--- config.mk ---
export PLATFORM = sky130hd
export DESIGN_NAME = bbs_front
export DESIGN_NICKNAME = d
export VERILOG_FILES = /design/src/rtl/core/bbs_pkg.sv /design/src/rtl/core/bbs_front.sv
export SDC_FILE = /design/constraint.sdc
export NUM_CORES = 1
export LEC_CHECK = 0
export ABC_AREA = 1
export BUFFER_PORTS_ARGS = -buffer_cell sky130_fd_sc_hd__buf_2
export CELL_PAD_IN_SITES_DETAIL_PLACEMENT = 0
export CELL_PAD_IN_SITES_GLOBAL_PLACEMENT = 1
export CORE_ASPECT_RATIO = 0.75
export CORE_MARGIN = 3
export CORE_UTILIZATION = 37
export DETAILED_ROUTE_END_ITERATION = 10
export PLACE_DENSITY = 0.84
export SLEW_MARGIN = 0
export SYNTH_ARGS = -nofsm -noshare
export SYNTH_HDL_FRONTEND = slang
export SYNTH_SLANG_ARGS = --single-unit
--- constraint.sdc ---
create_clock -name clk -period 4.5 [get_ports clk]
set_input_delay 0.45 -clock clk [delete_from_list [all_inputs] [get_ports clk]]
set_output_delay 0.45 -clock clk [all_outputs]
set_load 0.005 [all_outputs]
--- src/rtl/core/bbs_pkg.sv ---
`timescale 1ns / 1ps
package bbs_pkg;

	localparam int CAPACITY_DEF = 4096;
	localparam int POS_W        = 13;
	localparam int VAL_W        = 64;
	localparam int VLEN_W       = 4;
	localparam int VARINT_MAX   = 10;
	localparam int GROUP_W      = 7;
	localparam logic [7:0] GROUP_MASK = 8'h7f;
	localparam logic [7:0] MORE_BIT   = 8'h80;

	typedef enum logic [2:0] {
		OP_WR_FIX = 3'd0,
		OP_WR_VAR = 3'd1,
		OP_RD_FIX = 3'd2,
		OP_RD_VAR = 3'd3,
		OP_SET_WP = 3'd4,
		OP_SET_RP = 3'd5,
		OP_RESET  = 3'd6
	} op_t;

	typedef enum logic [1:0] {
		ST_OK       = 2'd0,
		ST_SHORT    = 2'd1,
		ST_OVERFLOW = 2'd2,
		ST_FULL     = 2'd3
	} status_t;

	typedef enum logic [2:0] {
		BK_IDLE,
		BK_WRITE,
		BK_RD_ADDR,
		BK_RD_DATA,
		BK_DONE
	} bk_state_t;

	typedef struct packed {
		op_t                op;
		logic [1:0]         size_code;
		logic [VAL_W-1:0]   value;
		logic [POS_W-1:0]   position;
		logic [VLEN_W-1:0]  vlen;
	} cmd_t;

endpackage

--- src/rtl/core/bbs_front.sv ---
`timescale 1ns / 1ps
module bbs_front
	import bbs_pkg::*;
(
	input  logic        clk,
	input  logic        arst_n,
	input  logic        s_tvalid,
	output logic        s_tready,
	input  logic [79:0] s_tdata,   // size_code, value, position, zero pad
	input  logic [2:0]  s_tuser,   // req_type
	output logic        cmd_valid,
	input  logic        cmd_ready,
	output cmd_t        cmd
);

	localparam int DEPTH = 2;

	cmd_t       fifo_q [DEPTH];
	logic       wr_ptr_q;
	logic       rd_ptr_q;
	logic [1:0] count_q;
	cmd_t       in_cmd;
	logic [VLEN_W-1:0] len;
	logic       push;
	logic       pop;

	// varint length: one byte per 7-bit group up to the highest nonzero one
	always_comb begin
		len = VLEN_W'(1);
		for (int k = 1; k < VARINT_MAX; k++) begin
			if ((s_tdata[65:2] >> (k * GROUP_W)) != '0) begin
				len = VLEN_W'(k + 1);
			end
		end
	end

	always_comb begin
		in_cmd.op        = op_t'(s_tuser);
		in_cmd.size_code = s_tdata[1:0];
		in_cmd.value     = s_tdata[65:2];
		in_cmd.position  = s_tdata[78:66];
		in_cmd.vlen      = len;
	end

	assign s_tready  = (count_q != 2'(DEPTH));
	assign cmd_valid = (count_q != 2'd0);
	assign cmd       = fifo_q[rd_ptr_q];
	assign push      = s_tvalid && s_tready;
	assign pop       = cmd_valid && cmd_ready;

	always_ff @(posedge clk) begin
		if (push) begin
			fifo_q[wr_ptr_q] <= in_cmd;
		end
	end

	always_ff @(posedge clk or negedge arst_n) begin
		if (!arst_n) begin
			wr_ptr_q <= 1'b0;
			rd_ptr_q <= 1'b0;
			count_q  <= 2'd0;
		end else begin
			if (push) wr_ptr_q <= ~wr_ptr_q;
			if (pop) rd_ptr_q <= ~rd_ptr_q;
			count_q <= count_q + 2'(push) - 2'(pop);
		end
	end

endmodule

# Word level (Yosys, flattened, before mapping)
# Memory sizes are Yosys's and may differ from the RTL's.
# Index checks and enable logic that the tools add are counted.
[totals]
in_bits = 87
memories = 1
mem_bits_rw = 172
elab_cells = 31
reg_bits = 4
output_inout_bits = 88
[op_classes]
n_mux = 11
bitwise = 2
eq_ne = 1
n_reduce_logical = 11
addsub = 2
[mem_list]
columns = ["name", "depth", "width", "read_ports", "rd_clocked_by_memory_dff", "write_ports", "line", "source"]
rows = [
  ["fifo_q", 2, 86, 1, 0, 1, "bbs_front.sv:18", "cmd_t fifo_q [DEPTH];"],
]
[op_table]
columns = ["operator", "n"]
rows = [
  ["64-bit nonzero test", 8],
  ["3-bit 2-to-1 mux", 4],
  ["4-bit 2-to-1 mux", 3],
  ["2-bit 2-to-1 mux", 2],
  ["2-bit by 1-bit adder with 2-bit output", 1],
  ["1-bit logical AND", 2],
  ["1-bit 2-to-1 mux", 2],
  ["2-bit inequality test, second input constant", 1],
  ["1-bit inverter", 2],
  ["2-bit nonzero test", 1],
  ["2-bit by 1-bit subtractor with 2-bit output", 1],
]

# Logic depth before layout (Yosys ltp)
[logic_depth]
word_depth = 10
depth_mapped = 14

# Worst setup path before layout
# Ideal clock, no wire load.
[synth_timing]
path_kind = "register to register"
start = "register count_q[0]"
end = "memory fifo_q[1][0] in the netlist's numbering, enable pin"
setup_slack_ns = -0.218
arrival_time_ns = 4.186
period_less_slack_ns = 4.718
path_stages_with_launch = 5
setup_time_ns = 0.532
cell_sequence = "dfrtp_1 inv_1 nand2_1 nand2_1 nor2_1"
[synth_via]
elab_chain_len = 4
[synth_lines]
columns = ["element", "line", "source"]
rows = [
  ["start: declaration", "bbs_front.sv:21", "logic [1:0] count_q;"],
  ["start signal: assignment", "bbs_front.sv:65", "count_q <= count_q + 2'(push) - 2'(pop);"],
  ["2-bit inequality test", "bbs_front.sv:45", "assign s_tready = (count_q != 2'(DEPTH));"],
  ["net s_tready", "bbs_front.sv:8", "output logic s_tready,"],
  ["1-bit logical AND", "bbs_front.sv:48", "assign push = s_tvalid && s_tready;"],
  ["1-bit 2-to-1 mux", "bbs_front.sv:52", "if (push) begin"],
  ["1-bit 2-to-1 mux (not written as such)", "bbs_front.sv:53", "fifo_q[wr_ptr_q] <= in_cmd;"],
  ["end: declaration", "bbs_front.sv:18", ""],
]
# The timed path passes the listed nets, and every way through them passes these cells.

==> impl_metrics.py <==
metrics = {
    "setup_path": {
        "r2r_start": "count_q[0]",
        "path_max_fanout": 46,
        "cp.required_ps": 4050,
        "crit_family": "buffers and inverters",
        "cpMaxStageDelayCell": "buf_4",
        "startpoint": "rd_ptr_q",
        "max_stage_delay_ps": 540,
        "crit_path_frequent_cell": "nand2_1",
        "end_kind": "output port",
        "worst-path-buf-inv": 3,
        "worst_ep_arrival_time_ps": 2240,
        "crit_path_start_kind": "flip-flop",
        "crit_chain": "clkinv_2, buf_4, nand2_1, nand2_1, buf_2",
        "worstSetupPathType": "reg -> out",
    },
    "drt": {
        "topRoutingLayerUsed": "met5",
        "wl_mm": 15.6,
        "dr.pass1.iters": 5,
        "drtAntennaViolNets": 0,
        "remaining_drc_errors": 0,
        "vias": 4738,
        "wl_met2_mm": 6.57,
        "drt_iter0_drc": 345,
        "met3_length_mm": 1.58,
        "vias_per_cell": 4.50,
        "m1WireLength_mm": 7.25,
        "post_drt_wl_per_cell_um": 14.8,
    },
    "placement": {
        "routabilityCongestion": 0.791,
        "place_inst": 1019,
        "pre_cts_ws_ps": 2180,
        "io_buffers": 173,
        "post-dp-hpwl_mm": 10.6,
        "place_area_um2": 8170,
    },
    "clocking": {
        "hold_buffers": 1,
        "post_cts_resized": 0,
        "cts_tree": "built",
        "clock_latency_ps": 420,
        "post_cts_buffers": 0,
        "cts.sinks": 176,
        "numCtsBuffers": 17,
        "clk_pin_slew_ps": 70,
        "root_buffer": "clkbuf_16",
        "clk_path_buf_depth": 2,
        "htree_levels": 4,
    },
    "floorplanning": {
        "die-area_um2": 20700,
        "fp-row-count": 42,
        "fp.dieH_um": 125,
        "chipWidth_um": 165,
        "core-area_um2": 18100,
        "ioPinCount": 175,
        "start_util_pct": 38.7,
    },
    "logic_synthesis": {
        "synth_area_leaders": "edfxtp_1, nand2_1, nor2_1",
        "ys_ff_latch": 176,
        "synth_top_area_share_pct": 73.7,
        "syn_area_per_cell_um2": 11.4,
        "syn_nets": 706,
        "yosys_warnings": 0,
        "synth_area_um2": 7010,
        "yosysSeqAreaShare_pct": 75.1,
        "syn_inst": 617,
        "ys_types": 21,
        "synth_top_area_cell": "edfxtp_1",
    },
    "job": {
        "cap_viol_max_count": 0,
    },
    "global_route": {
        "antenna_found_initial": 4,
        "grt_max_degree": 87,
        "grt_usage_pct": 15.1,
        "grt_overflow_total": 0,
        "grt_pass1_vias": 4442,
        "grt_pass1_wl_mm": 23.4,
    },
    "sta": {
        "maxSlewHeadroom_pct": 38.4,
        "finalWorstSetupSlack_ps": 1810,
        "tns_ps": 0,
        "worstMarginPinSlew_ps": 924,
        "setup_violations": 0,
        "slew_violations": 0,
        "timing.final.crit_share_pct": 59.7,
        "max_clock_freq_mhz": 372,
        "period_needed_ps": 2690,
        "rsz0062_at_grt": "no",
        "hold_violations": 0,
        "skew_ps": 6.19,
    },
    "finish": {
        "regArea_um2": 5270,
        "layout_commonest_cell": "nand2_1",
        "nets": 886,
        "mostFrequentLayoutCells": "nand2_1, buf_2, edfxtp_1",
        "area_growth_pct": 24.8,
        "multiInputGateArea_um2": 1570,
        "final_cell_area_um2": 8750,
        "fillCellCount": 1656,
        "stdcell_count": 1052,
        "insertedDiodeCount": 0,
        "layout-drive-gt1-share_pct": 26.5,
    },
    "hold_path": {
        "hold_path.class": "in -> reg",
        "worstHoldStart": "s_tdata[68]",
    },
    "outcome": {
        "status": "complete, no violations",
    },
    "power": {
        "irDropWorstVdd_mv": 0.268,
        "power_density_nw_per_um2": 604,
        "power.leakage_nw": 3.76,
    },
}
[stage by stage]
step                util, %  power (mW)  hold slack, ps
global route           48.2        5.64             193
floorplan                 -        3.20             154
finish                 48.2        5.28             214
global placement       45.1        3.92             261
detailed placement     45.1        3.95             266
CTS                    48.2        5.37             193
[final cells by class]
type	count	share of cell area, %
Sequential cell	176	60.2
Multi-Input combinational cell	390	17.9
Timing Repair Buffer	180	10.5
Clock buffer	18	4.91
Tap cell	242	3.46
Clock inverter	14	1.59
Inverter	32	1.39
[cells in the mapped netlist]
cell,number
dfrtp_1,4
clkbuf_1,12
ha_1,2
xnor2_1,1
xor2_1,2
buf_1,4
nand3_1,5
inv_1,31
nor3_4,1
nor2_1,55
nor3_1,5
buf_2,3
nor3b_1,1
and2_1,1
a21oi_1,1
nand3_2,1
nand2_1,309
edfxtp_1,172
nor2_2,2
clkinv_1,1
nand4_1,4
[logic make-up after synthesis]
group	after synthesis	share of synthesized area, %
AOI/OAI and AO/OA	1	0.0713
adders and majority gates	2	0.357
buffers and inverters	51	2.78
and+or+nand+nor	384	21.3
xor gates and xnor gates	3	0.375
DFF	176	75.1
[path summary, 6_finish.rpt]
| kind | end | slack [ps] | cells past startpoint |
|---|---|---|---|
| setup / recovery | cmd[69] | 1810 | 5 |
| hold / removal | fifo_q[0][6] | 210 | 1 |
| setup reg to reg | fifo_q[1][35] | 2760 | 5 |
| hold reg to reg | count_q[0] | 520 | 1 |
| max in group asynchronous | rd_ptr_q | 3990 | 2 |
| min in group asynchronous | count_q[1] | 370 | 2 |
[routing by layer]
metal	global-route usage, %	vias to the layer above
met3	6.58	21
met4	4.49	8
met2	22.1	154
met1	20.4	2175
li1	-	2380
met5	0	-
[sequential cells by signal, indices dropped and copies added (netlist names)]
signal,count
rd_ptr_q,1
count_q,2
wr_ptr_q,1
fifo_q,172
[power breakdown]
part	internal, mW	switching (mW)	total [mW]
clock	0.816	0.602	1.42
combinational	0.537	1.01	1.55
sequential	2.24	0.0773	2.31
total	3.59	1.69	5.28
Note: power is estimated with default switching activity, not from simulation.
